**config.mk**
```make
export PLATFORM = sky130hd
export DESIGN_NAME = mdu_divide_32_by_16
export DESIGN_NICKNAME = d
export VERILOG_FILES = /design/src/sv/mdu_pkg.sv /design/src/sv/mdu_divide_32_by_16.sv
export SDC_FILE = /design/constraint.sdc
export NUM_CORES = 1
export LEC_CHECK = 0
export BUFFER_PORTS_ARGS = -buffer_cell sky130_fd_sc_hd__buf_4
export CAP_MARGIN = 20
export CELL_PAD_IN_SITES_DETAIL_PLACEMENT = 2
export CELL_PAD_IN_SITES_GLOBAL_PLACEMENT = 2
export CORE_ASPECT_RATIO = 1.5
export CORE_MARGIN = 2
export CORE_UTILIZATION = 41
export DETAILED_ROUTE_END_ITERATION = 12
export PLACE_DENSITY_LB_ADDON = 0.12
export SLEW_MARGIN = 0
export SYNTH_ARGS = -nofsm -noshare
export SYNTH_HDL_FRONTEND = slang
export SYNTH_SLANG_ARGS = --single-unit
```
**constraint.sdc**
```tcl
create_clock -name clk -period 6.9 [get_ports clk]
set_clock_uncertainty 0.1 [all_clocks]
set_input_delay 0.69 -clock clk [delete_from_list [all_inputs] [get_ports clk]]
set_output_delay 0.69 -clock clk [all_outputs]
set_load 0.02 [all_outputs]
```
**src/sv/mdu_pkg.sv**
```systemverilog
// Package with the request codes, register map, status bits and state encoding of the divide unit.
`default_nettype none

package mdu_pkg;

    typedef enum logic [1:0] {
        REQ_WRITE = 2'd0,
        REQ_READ  = 2'd1,
        REQ_TICK  = 2'd2,
        REQ_NOP   = 2'd3
    } req_t;

    localparam logic [2:0] REG_MD0    = 3'd0;
    localparam logic [2:0] REG_MD4    = 3'd4;
    localparam logic [2:0] REG_MD5    = 3'd5;
    localparam logic [2:0] REG_STATUS = 3'd6;

    localparam int NUM_DATA_REGS = 6;

    localparam logic [7:0] ST_ERROR    = 8'h80;
    localparam logic [7:0] ST_OVERFLOW = 8'h40;

    localparam int DIV_BITS = 32;
    localparam int DVS_BITS = 16;

    typedef enum logic [1:0] {
        ST_IDLE = 2'b01,
        ST_DIV  = 2'b10
    } state_t;

endpackage

`default_nettype wire

```
**src/sv/mdu_divide_32_by_16.sv**
```systemverilog
// Register-mapped 32 by 16 divide unit with a bit-serial restoring divider.
`default_nettype none

// Each transaction on the input stream is one bus access to the unit (write, read, tick or no-op)
// and produces exactly one output transaction holding the addressed register after the access and
// the busy flag. Reads, ticks and ordinary writes are answered from the idle state. The write to
// MD5 that completes the sequence MD0..MD5 with a nonzero divisor starts the radix-2 restoring
// divider, which retires one quotient bit per cycle, and that access gets its output transaction
// after the last bit; a zero divisor sets the overflow flag. One access is processed at a time.
module mdu_divide_32_by_16
    import mdu_pkg::*;
#(
    parameter int CALC_TICKS = 6
)
(
    input  wire logic        clk,
    input  wire logic        rst_n,
    input  wire logic        s_tvalid,
    output logic             s_tready,
    input  wire logic [15:0] s_tdata,   // req_type[1:0], reg_index[4:2], write_data[12:5]
    output logic             m_tvalid,
    input  wire logic        m_tready,
    output logic [15:0]      m_tdata    // read_data[7:0], busy_res[8]
);

    localparam logic [2:0] CALC_LOAD = 3'(CALC_TICKS);
    localparam logic [4:0] LAST_BIT  = 5'(DIV_BITS - 1);
    localparam logic [2:0] LAST_SLOT = 3'(NUM_DATA_REGS);

    state_t state_reg, state_next;
    logic [7:0] data_reg [NUM_DATA_REGS];
    logic [7:0] data_next [NUM_DATA_REGS];
    logic [7:0] status_reg, status_next;
    logic [2:0] count_reg, count_next;
    logic       match_reg, match_next;
    logic [2:0] busy_reg, busy_next;
    logic [4:0] bit_reg, bit_next;
    logic [31:0] quo_reg, quo_next;
    logic [15:0] rem_reg, rem_next;
    logic [15:0] dvs_reg, dvs_next;
    logic       out_valid_reg, out_valid_next;
    logic [7:0] out_data_reg, out_data_next;
    logic       out_busy_reg, out_busy_next;

    req_t       req;
    logic [2:0] idx;
    logic [7:0] val;
    logic       accept;
    logic [2:0] slot;
    logic       slot_match;
    logic [16:0] shifted;
    logic [17:0] diff;
    logic [15:0] step_rem;
    logic [31:0] step_quo;

    assign req    = req_t'(s_tdata[1:0]);
    assign idx    = s_tdata[4:2];
    assign val    = s_tdata[12:5];
    assign s_tready = (state_reg == ST_IDLE) && (!out_valid_reg || m_tready);
    assign accept = s_tvalid && s_tready;

    assign m_tvalid = out_valid_reg;
    assign m_tdata  = {7'd0, out_busy_reg, out_data_reg};

    assign shifted = {rem_reg, quo_reg[31]};
    assign diff    = {1'b0, shifted} - {2'b00, dvs_reg};
    assign step_rem = diff[17] ? shifted[15:0] : diff[15:0];
    assign step_quo = {quo_reg[30:0], ~diff[17]};

    always_comb
    begin
        state_next     = state_reg;
        data_next      = data_reg;
        status_next    = status_reg;
        count_next     = count_reg;
        match_next     = match_reg;
        busy_next      = busy_reg;
        bit_next       = bit_reg;
        quo_next       = quo_reg;
        rem_next       = rem_reg;
        dvs_next       = dvs_reg;
        out_valid_next = out_valid_reg;
        out_data_next  = out_data_reg;
        out_busy_next  = out_busy_reg;
        slot           = count_reg;
        slot_match     = match_reg;

        if (out_valid_reg && m_tready)
        begin
            out_valid_next = 1'b0;
        end

        unique case (state_reg)
            ST_IDLE:
            begin
                if (accept)
                begin
                    if (req == REQ_WRITE)
                    begin
                        if (idx < REG_STATUS)
                        begin
                            if (busy_reg != 3'd0)
                            begin
                                status_next = status_reg | ST_ERROR;
                            end
                            else
                            begin
                                if (idx == REG_MD0)
                                begin
                                    slot       = 3'd0;
                                    slot_match = 1'b1;
                                end
                                if (slot == LAST_SLOT)
                                begin
                                    status_next = status_reg | ST_ERROR;
                                    count_next  = slot;
                                    match_next  = slot_match;
                                end
                                else
                                begin
                                    data_next[idx] = val;
                                    match_next     = slot_match && (idx == slot);
                                    count_next     = slot + 3'd1;
                                    if (count_next == LAST_SLOT && match_next)
                                    begin
                                        if ({val, data_reg[REG_MD4]} == 16'd0)
                                        begin
                                            status_next = status_reg | ST_OVERFLOW;
                                            for (int i = 0; i < NUM_DATA_REGS; i++)
                                            begin
                                                data_next[i] = 8'd0;
                                            end
                                            busy_next = CALC_LOAD;
                                        end
                                        else
                                        begin
                                            state_next = ST_DIV;
                                            bit_next   = LAST_BIT;
                                            rem_next   = 16'd0;
                                            dvs_next   = {val, data_reg[REG_MD4]};
                                            quo_next   = {data_reg[3], data_reg[2],
                                                          data_reg[1], data_reg[0]};
                                        end
                                    end
                                    else if (count_next == LAST_SLOT)
                                    begin
                                        status_next = status_reg | ST_ERROR;
                                    end
                                end
                            end
                        end
                        else if (idx == REG_STATUS)
                        begin
                            status_next = val;
                        end
                    end
                    else if (req == REQ_TICK)
                    begin
                        if (busy_reg != 3'd0)
                        begin
                            busy_next = busy_reg - 3'd1;
                        end
                    end

                    if (state_next == ST_IDLE)
                    begin
                        out_valid_next = 1'b1;
                        out_busy_next  = (busy_next != 3'd0);
                        if (idx < REG_STATUS)
                        begin
                            out_data_next = data_next[idx];
                        end
                        else if (idx == REG_STATUS)
                        begin
                            out_data_next = status_next;
                        end
                        else
                        begin
                            out_data_next = 8'd0;
                        end
                    end
                end
            end
            ST_DIV:
            begin
                rem_next = step_rem;
                quo_next = step_quo;
                bit_next = bit_reg - 5'd1;
                if (bit_reg == 5'd0)
                begin
                    state_next   = ST_IDLE;
                    data_next[0] = step_quo[7:0];
                    data_next[1] = step_quo[15:8];
                    data_next[2] = step_quo[23:16];
                    data_next[3] = step_quo[31:24];
                    data_next[4] = step_rem[7:0];
                    data_next[5] = step_rem[15:8];
                    status_next  = status_reg & ~ST_OVERFLOW;
                    busy_next    = CALC_LOAD;
                    out_valid_next = 1'b1;
                    out_data_next  = step_rem[15:8];
                    out_busy_next  = (CALC_LOAD != 3'd0);
                end
            end
            default:
            begin
                state_next = ST_IDLE;
            end
        endcase
    end

    always_ff @(posedge clk or negedge rst_n)
    begin
        if (!rst_n)
        begin
            state_reg     <= ST_IDLE;
            for (int i = 0; i < NUM_DATA_REGS; i++)
            begin
                data_reg[i] <= 8'd0;
            end
            status_reg    <= 8'd0;
            count_reg     <= 3'd0;
            match_reg     <= 1'b0;
            busy_reg      <= 3'd0;
            bit_reg       <= 5'd0;
            out_valid_reg <= 1'b0;
        end
        else
        begin
            state_reg     <= state_next;
            data_reg      <= data_next;
            status_reg    <= status_next;
            count_reg     <= count_next;
            match_reg     <= match_next;
            busy_reg      <= busy_next;
            bit_reg       <= bit_next;
            out_valid_reg <= out_valid_next;
        end
    end

    always_ff @(posedge clk)
    begin
        quo_reg      <= quo_next;
        rem_reg      <= rem_next;
        dvs_reg      <= dvs_next;
        out_data_reg <= out_data_next;
        out_busy_reg <= out_busy_next;
    end

endmodule

`default_nettype wire
```
## After elaboration in Yosys (flattened, before gate mapping)

Index checks and enable logic that the tools add are counted.

- Register bits: 144
- Bits of input ports: 20
- Output and inout port bits: 18
- Word-level logic and storage cells: 177

- Add/sub/neg operators: 4
- Order comparisons: 3
- Eq/ne operators: 17
- Mux-type cells: 106
- Bitwise operators: 6
- Reduce and logical (&&, ||, !) cells: 22

Operators by type and width:

| cell | number |
|---|---|
| $mux 48 | 10 |
| $mux 32 | 7 |
| $mux 16 | 8 |
| $mux 8 | 16 |
| $pmux 48 s2 | 1 |
| $pmux 32 s2 | 1 |
| $mux 3 | 19 |
| $bwmux 48 | 1 |
| $mux 5 | 7 |
| $pmux 16 s2 | 1 |
| $pmux 8 s2 | 2 |
| $bmux 8 s3 | 1 |
| $demux 8 s3 | 1 |
| $mux 2 | 10 |
| $sub 17x16->18 | 1 |
| $logic_not 16->1 | 1 |
| $reduce_and 8->1 | 2 |
| $mux 1 | 14 |
| $mux 7 | 2 |
| $ne 2x2->1 const B | 5 |
| $pmux 5 s2 | 1 |
| $eq 3x3->1 const B | 3 |
| $ne 2x1->1 const B | 4 |
| $logic_and 1x1->1 | 6 |
| other kinds (25) | 34 |

## Logic depth before layout (Yosys ltp)

Gate-level depths: netlist (run 1).

- Depth in word-level cells: 24
- Depth in mapped cells: 16
- Mapped depth without buffers: 11

## Worst setup path after synthesis (run 1)

No wires, ideal clock.

- Kind: input to register
- Start: input port s_tdata[2]
- End: register quo_reg[0] (enable)
- Setup time: 0.523 ns
- Arrival: 6.158 ns
- Data required time: 6.277 ns
- Setup slack: 0.119 ns
- Stages on the path: 13
- Path buffers: 4
- Cell sequence: buf_4 -> buf_4 -> or3_1 -> clkbuf_1 -> nand2_1 -> inv_1 -> ha_1 -> o311ai_4 -> nand4_2 -> buf_2 -> nor2_1 -> o211ai_1 -> o21ai_0

- Word-level cells in the longest chain between the ends: 12
- Elaborated cells on any way between the ends: 24
- Those cells by class: add/sub (1); order compare (1); eq/ne (6); mux (12); reduce/logical (4)

Ends and longest elaborated chain:

| item | line | source |
|---|---|---|
| start, declared | mdu_divide_32_by_16.sv:20 | `input wire logic [15:0] s_tdata,` |
| $logic_not 3->1 | mdu_divide_32_by_16.sv:108 | `if (idx == REG_MD0)` |
| $mux 3 | mdu_divide_32_by_16.sv:108 |  |
| $mux 3 | mdu_divide_32_by_16.sv:102 | `if (busy_reg != 3'd0)` |
| $mux 3 | mdu_divide_32_by_16.sv:100 | `if (idx < REG_STATUS)` |
| $mux 3 | mdu_divide_32_by_16.sv:98 | `if (req == REQ_WRITE)` |
| $mux 3 | mdu_divide_32_by_16.sv:96 | `if (accept)` |
| $mux 3 | mdu_divide_32_by_16.sv:93 | `unique case (state_reg)` |
| $add 3x1->3 / $eq 3x3->1 (equally long branches) | mdu_divide_32_by_16.sv:123, mdu_divide_32_by_16.sv:122 |  |
| $eq 3x3->1 / $logic_and 1x1->1 (equally long branches) | mdu_divide_32_by_16.sv:124, mdu_divide_32_by_16.sv:122 |  |
| $logic_and 1x1->1 | mdu_divide_32_by_16.sv:124 | `if (count_next == LAST_SLOT && match_next)` |
| $ne 2x1->1 (no source line) | - |  |
| $reduce_and 8->1 (no source line) (*) | - |  |
| end signal, assigned | mdu_divide_32_by_16.sv:243 | `quo_reg <= quo_next;` |
| end, declared | mdu_divide_32_by_16.sv:38 | `logic [31:0] quo_reg, quo_next;` |

Mark *: on every way between the ends. The rest lies on a longest branch, timed or not. The select of a mux whose other input is x is not followed.
A chain may end at the register's enable or synchronous reset.

## Worst setup path in the final report (run 1)

- Start: input port s_tdata[3]
- End: register out_data_reg[7], data pin

- Word-level cells in the longest chain between the ends: 24
- Elaborated cells on any way between the ends: 51
- Those cells by class: add/sub (1); order compare (3); eq/ne (4); mux (38); bitwise (1); reduce/logical (4)

Ends and longest elaborated chain:

| item | line | source |
|---|---|---|
| $logic_not 3->1 | mdu_divide_32_by_16.sv:108 |  |
| $mux 3 | mdu_divide_32_by_16.sv:108 |  |
| $mux 3 | mdu_divide_32_by_16.sv:102 |  |
| $mux 3 | mdu_divide_32_by_16.sv:100 |  |
| $mux 3 | mdu_divide_32_by_16.sv:98 |  |
| $mux 3 | mdu_divide_32_by_16.sv:96 |  |
| $mux 3 | mdu_divide_32_by_16.sv:93 |  |
| $add 3x1->3 / $eq 3x3->1 (equally long branches) | mdu_divide_32_by_16.sv:123, mdu_divide_32_by_16.sv:122 |  |
| (+8 left out) | - |  |
| $mux 48 | mdu_divide_32_by_16.sv:93 |  |
| $bmux 8 s3 | mdu_divide_32_by_16.sv:171 | `out_data_next = data_next[idx];` |
| $mux 8 (not written as such) (2 in a row) | mdu_divide_32_by_16.sv:171 |  |
| $mux 8 (*) | mdu_divide_32_by_16.sv:169 | `if (idx < REG_STATUS)` |
| $mux 8 (*) | mdu_divide_32_by_16.sv:165 | `if (state_next == ST_IDLE)` |
| $mux 8 (*) | mdu_divide_32_by_16.sv:96 |  |
| $pmux 8 s2 (*) | mdu_divide_32_by_16.sv:93 |  |
| named net out_data_next[7] | mdu_divide_32_by_16.sv:42 | `logic [7:0] out_data_reg, out_data_next;` |
| end signal, assigned | mdu_divide_32_by_16.sv:246 | `out_data_reg <= out_data_next;` |
| end, declared | mdu_divide_32_by_16.sv:42 |  |

The timed path passes the listed nets; every way through them passes the cells marked *. The select of a mux whose other input is x is not followed.

==> results of run 1 <==
==> cells by family after synthesis <==
| kind of cell | Yosys count |
|---|---|
| XOR/XNOR | 8 |
| adder cells (fa/ha/maj) | 25 |
| other | 1 |
| multiplexers | 55 |
| AO/OA/AOI/OAI | 286 |
| buffers and inverters | 102 |
| AND/OR/NAND/NOR | 246 |
| flip-flops | 144 |
==> per-stage QoR <==
stage | hold slack [ps] | setup WS [ps] | cell area, sq um
after floorplan | 294 | 119 | 8680
final | 60.8 | 2620 | 9570
after detailed placement | 397 | 2180 | 8980
after global routing | 74.4 | 2440 | 9570
after global placement | 373 | 2340 | 8980
after CTS | 368 | 2650 | 9530
==> report_power, final <==
part | switching (mW) | internal, mW | total, mW
Clock | 0.391 | 0.498 | 0.889
Sequential | 0.0246 | 0.924 | 0.949
Combinational | 0.125 | 0.0615 | 0.187
==> worst max path at each step <==
stage                          start              end  slack, ps  cells past startpoint
after global placement    s_tdata[3]  out_data_reg[7]       2340                     11
final                     s_tdata[3]  out_data_reg[7]       2620                     11
after global routing      s_tdata[2]  out_data_reg[0]       2440                     13
after CTS                 s_tdata[2]  out_data_reg[0]       2650                     13
after detailed placement  s_tdata[2]  out_data_reg[3]       2180                     13
after floorplan           s_tdata[2]       quo_reg[0]        120                     13
==> cell type report <==
type | count | area (sq um) | area share (%)
timing repair buffer | 37 | 305 | 3.19
tap | 268 | 335 | 3.50
inverter | 40 | 150 | 1.57
clock inverter | 12 | 113 | 1.18
clock buffer | 20 | 437 | 4.56
sequential | 144 | 3970 | 41.5
multi-input combinational | 627 | 4260 | 44.5
==> synth_stat cells (16+ instances only) <==
cell type / number / area share, %
edfxtp_1: 73 / 25
mux2_2: 40 / 5.2
inv_1: 40 / 1.7
a22oi_1: 37 / 3.2
ha_1: 24 / 3.5
clkbuf_1: 23 / 1.0
a21oi_1: 56 / 3.2
nand2_1: 66 / 2.9
buf_4: 16 / 1.4
nor3_1: 20 / 1.2
dfrtp_1: 70 / 20
o2bb2ai_1: 20 / 2.0
nor2_1: 69 / 3.0
o21ai_0: 57 / 3.3
==> layer usage <==
metal,part of all wire [%],GRT usage [%],vias up
met5,0,0,-
met4,4.7,14.2,0
met3,3.4,4.08,72
met2,51,49.2,190
met1,40,34.6,3765
li1,-,-,3228
==> worst max-delay path: cells and delay by family <==
family | cells | cell delay, ps
buffers and inverters | 2 | 290
AO/OA/AOI/OAI | 3 | 860
adder cells (fa/ha/maj) | 1 | 270
AND/OR/NAND/NOR | 5 | 2220
==> flow_metrics.tcl, run 1 <==
set metrics [dict create \
    clk_path_buf_depth 2 \
    synth.distinct_cells 83 \
    initialDrtViolationCount 455 \
    worstReg2RegStart "busy_reg[0]" \
    path_cells "buf_4 > or3_1 > nand2_1 > inv_1 > ha_1 > o311ai_4 > and4_1 > o2111a_4 > nor3_1 > nor3_1 > o22ai_1" \
    p_leak_nw 3.66 \
    postSynthAreaPerCell_sq_um 9.98 \
    synthToLayoutAreaGrowth_pct 10.6 \
    synth_warnings 0 \
    clock_latency_ps 450 \
    htree_levels 4 \
    cp.arrival_ps 4330 \
    critPathMaxFanout 22 \
    initial_core_util_pct 41.4 \
    post_drt_wl_per_cell_um 26.7 \
    finalNetCount 912 \
    status "finished clean" \
    hold_class "in2async" \
    fillers 2180 \
    grt_pass1_wl_um 47800 \
    async_flop_share_pct 49.3 \
    fmax_mhz 234 \
    ir_drop_uv 195 \
    cts_hold_buf 0 \
    cp_slowest_cell "and4_1" \
    via_per_inst 6.32 \
    rsz0062_at_grt "false" \
    layout_common_cells "edfxtp_1, dfrtp_1, nor2_1" \
    synth-compound-area-share_pct 23.1 \
    place_congestion 0.856 \
    synth_cells 867 \
    r2r_slack_ps 3230 \
    max_cap_violations 0 \
    synth_xor_area_share_pct 0.810 \
    tritoncts "done" \
    grt_usage_pct 28.6 \
    worstSetupPathType "in2reg" \
    worstMarginPinSlew_ps 1000 \
    rr_worst_depth 8 \
    cts.clk_slew.worst_paths_ps 70 \
    power.density_mw_per_mm2 212 \
    mostFrequentLayoutCell "edfxtp_1" \
    fin_cells 1148 \
    io_buffers 27 \
    die_area_sq_mm 0.0223 \
    synth_top_family_by_area "compound AO/OA/AOI/OAI gates" \
    critPathLaunchType "input pin" \
    final_antenna_net_count 0 \
    yosys.area_share.simple_pct 14.0 \
    worst_path_most_repeated_cell "nor3_1" \
    antenna_found_initial 0 \
    seq_area_frac_synth_pct 45.9 \
    dp.final_hpwl_um 21300 \
    tns_ps 0 \
    cts_resized 0 \
    setup_viol 0 \
    rr_endpoint "out_data_reg[7]" \
    postCtsSetupBuffers 0 \
    pin_count 38 \
    clock-sinks 144 \
    hold_violations 0 \
    netlist_area_sq_mm 0.00865 \
    final-max-slew-violation-count 0 \
    die_x_um 123 \
    endpoint_kind "flip-flop" \
    vias 7255 \
    synth_enable_flop_cells 73 \
    grt_pass1_vias 7985 \
    slowest_delay_ps 760 \
    diodes 0 \
    yosys_most_used_dff "edfxtp_1" \
    drc_errors 0 \
    critPathRequiredTime_ps 6960 \
    largest_reg_flops 48 \
    ys_seq_elements 144 \
    min_period_over_period_pct 62.0 \
    grt_max_degree 72 \
    coreArea_sq_mm 0.0209 \
    synthAdderAreaFrac_pct 3.70 \
    cts_root_buf "clkbuf_16" \
    totalWireLength_um 30600 \
    dr.pass1.iters 5 \
    globalRouteOverflowTotal 0 \
    finalPower_mw 2.03 \
    num_rows 65 \
    die_h_um 182 \
    synthMuxAreaShare_pct 6.94 \
    slew_headroom_pct 33.0 \
    fin_crit_ps 4280 \
    final_core_util_pct 45.8 \
    dp_cells 1114 \
    drive_above_1_share_pct 16.3 \
    cts_made_buffers 17 \
]
Note: power is estimated with default switching activity, not from simulation.
==> inputs of run 2 (changes only) <==
- clock period: 6.9 -> 4.05 ns (I/O delays scaled with it)
==> flow_metrics.tcl, run 2 (synthesized netlist as in run 1, its figures left out) <==
set metrics [dict create \
    post_drt_wl_per_cell_um 26.4 \
    grt_pass1_wl_um 47400 \
    rsz0062_at_grt "false" \
    finalNetCount 920 \
    min_period_over_period_pct 87.4 \
    worst_path_most_repeated_cell "buf_4" \
    critPathRequiredTime_ps 4130 \
    fin_cells 1156 \
    drc_errors 0 \
    finalPower_mw 3.60 \
    coreArea_sq_mm 0.0209 \
    vias 7215 \
    slew_headroom_pct 30.5 \
    crit_family "compound AO/OA/AOI/OAI gates" \
    dp_cells 1124 \
    slowest_delay_ps 630 \
    final_antenna_net_count 0 \
    synthToLayoutAreaGrowth_pct 11.8 \
    worstSetupPathType "reg2reg" \
    initial_core_util_pct 41.4 \
    final-max-slew-violation-count 0 \
    drive_above_1_share_pct 17.2 \
    critPathMaxFanout 15 \
    path_cells "ha_1 > o21ai_0 > a2111oi_0 > o31ai_1 > buf_4 > o211ai_2 > buf_4 > buf_4 > nand2_1 > o21ai_1 > nor2_1" \
    cts_root_buf "clkbuf_16" \
    htree_levels 4 \
    dr.pass1.iters 8 \
    antenna_found_initial 0 \
    hold_class "in2async" \
    routed.top_layer "met4" \
    postCtsSetupBuffers 0 \
    grt_usage_pct 28.7 \
    ir_drop_uv 290 \
    setup_viol 0 \
    totalWireLength_um 30600 \
    crit_buf_inv 3 \
    diodes 0 \
    wl_met2_um 16200 \
    io_buffers 27 \
    via_per_inst 6.24 \
    p_leak_nw 3.72 \
    fin_crit_ps 3540 \
    globalRouteOverflowTotal 0 \
    drt-met1-wl_um 12100 \
    largest_reg_flops 48 \
    power.density_mw_per_mm2 372 \
    cp.arrival_ps 3620 \
    critPathLaunchType "flip-flop" \
    pin_count 38 \
    clock-sinks 144 \
    hold_violations 0 \
    die_h_um 182 \
    final_core_util_pct 46.3 \
    cts_hold_buf 0 \
    layout_common_cells "edfxtp_1, dfrtp_1, nor2_1" \
    num_rows 65 \
    grt_pass1_vias 8041 \
    cts.clk_slew.worst_paths_ps 60 \
    dp.final_hpwl_um 21200 \
    worstMarginPinSlew_ps 1040 \
    cts_resized 0 \
    cts_made_buffers 17 \
    endpoint_kind "flip-flop" \
    fmax_mhz 283 \
    grt_max_degree 72 \
    cp_slowest_cell "o211ai_2" \
    mostFrequentLayoutCell "edfxtp_1" \
    place_congestion 0.851 \
    status "finished clean" \
    dr_wl_met3_um 985 \
    initialDrtViolationCount 425 \
    die_area_sq_mm 0.0223 \
    die_x_um 123 \
    tritoncts "done" \
    clk_path_buf_depth 2 \
    clock_latency_ps 450 \
    max_cap_violations 0 \
    tns_ps 0 \
]
## run 2: final timing paths
check	to	cells past startpoint	from	slack [ps]
max	rem_reg[1]	11	rem_reg[3]	510
min	data_reg[21]	1	rst_n	40
max reg2reg	rem_reg[1]	11	rem_reg[3]	510
min reg2reg	data_reg[34]	1	data_reg[34]	410
max in group asynchronous	bit_reg[1]	1	rst_n	3130
min in group clk	m_tvalid	3	s_tvalid	120
## run 2: final cells by class
type / instances / area, sq um
fill: 2168 / 11200
multi-input combinational: 627 / 4260
sequential: 144 / 3970
clock buffer: 18 / 429
timing repair buffer: 45 / 350
tap: 268 / 335
clock inverter: 14 / 181
inverter: 40 / 150
## run 2: per-stage QoR
stage          area, sq um  worst slack [ps]  hold slack [ps]
6_report              9680               512             41.5
5_1_grt               9680               250             93.6
4_1_cts               9680               469             65.8
3_5_place_dp          9070               391              394
3_3_place_gp          9070               570              377
2_1_floorplan         8690               226             9.41
## run 2: worst reg2reg max path: cells and delay by family (launching register included)
family | cells | cell delay, ps
AOI/OAI and AO/OA | 5 | 1560
adders and majority gates | 1 | 380
buffers and inverters | 3 | 710
DFF | 1 | 380
and+or+nand+nor | 2 | 140
## run 2: where the power goes
part	leakage (nW)	internal [mW]	switching, mW
combinational	1.91	0.106	0.212
clock	0.290	0.980	0.691
sequential	1.52	1.57	0.0415
## run 2: per-layer routing
layer | track usage [%] | up-vias
met5 | 0 | -
met4 | 12.9 | 0
met3 | 4.84 | 56
met2 | 51.3 | 147
met1 | 33.0 | 3762
li1 | - | 3250
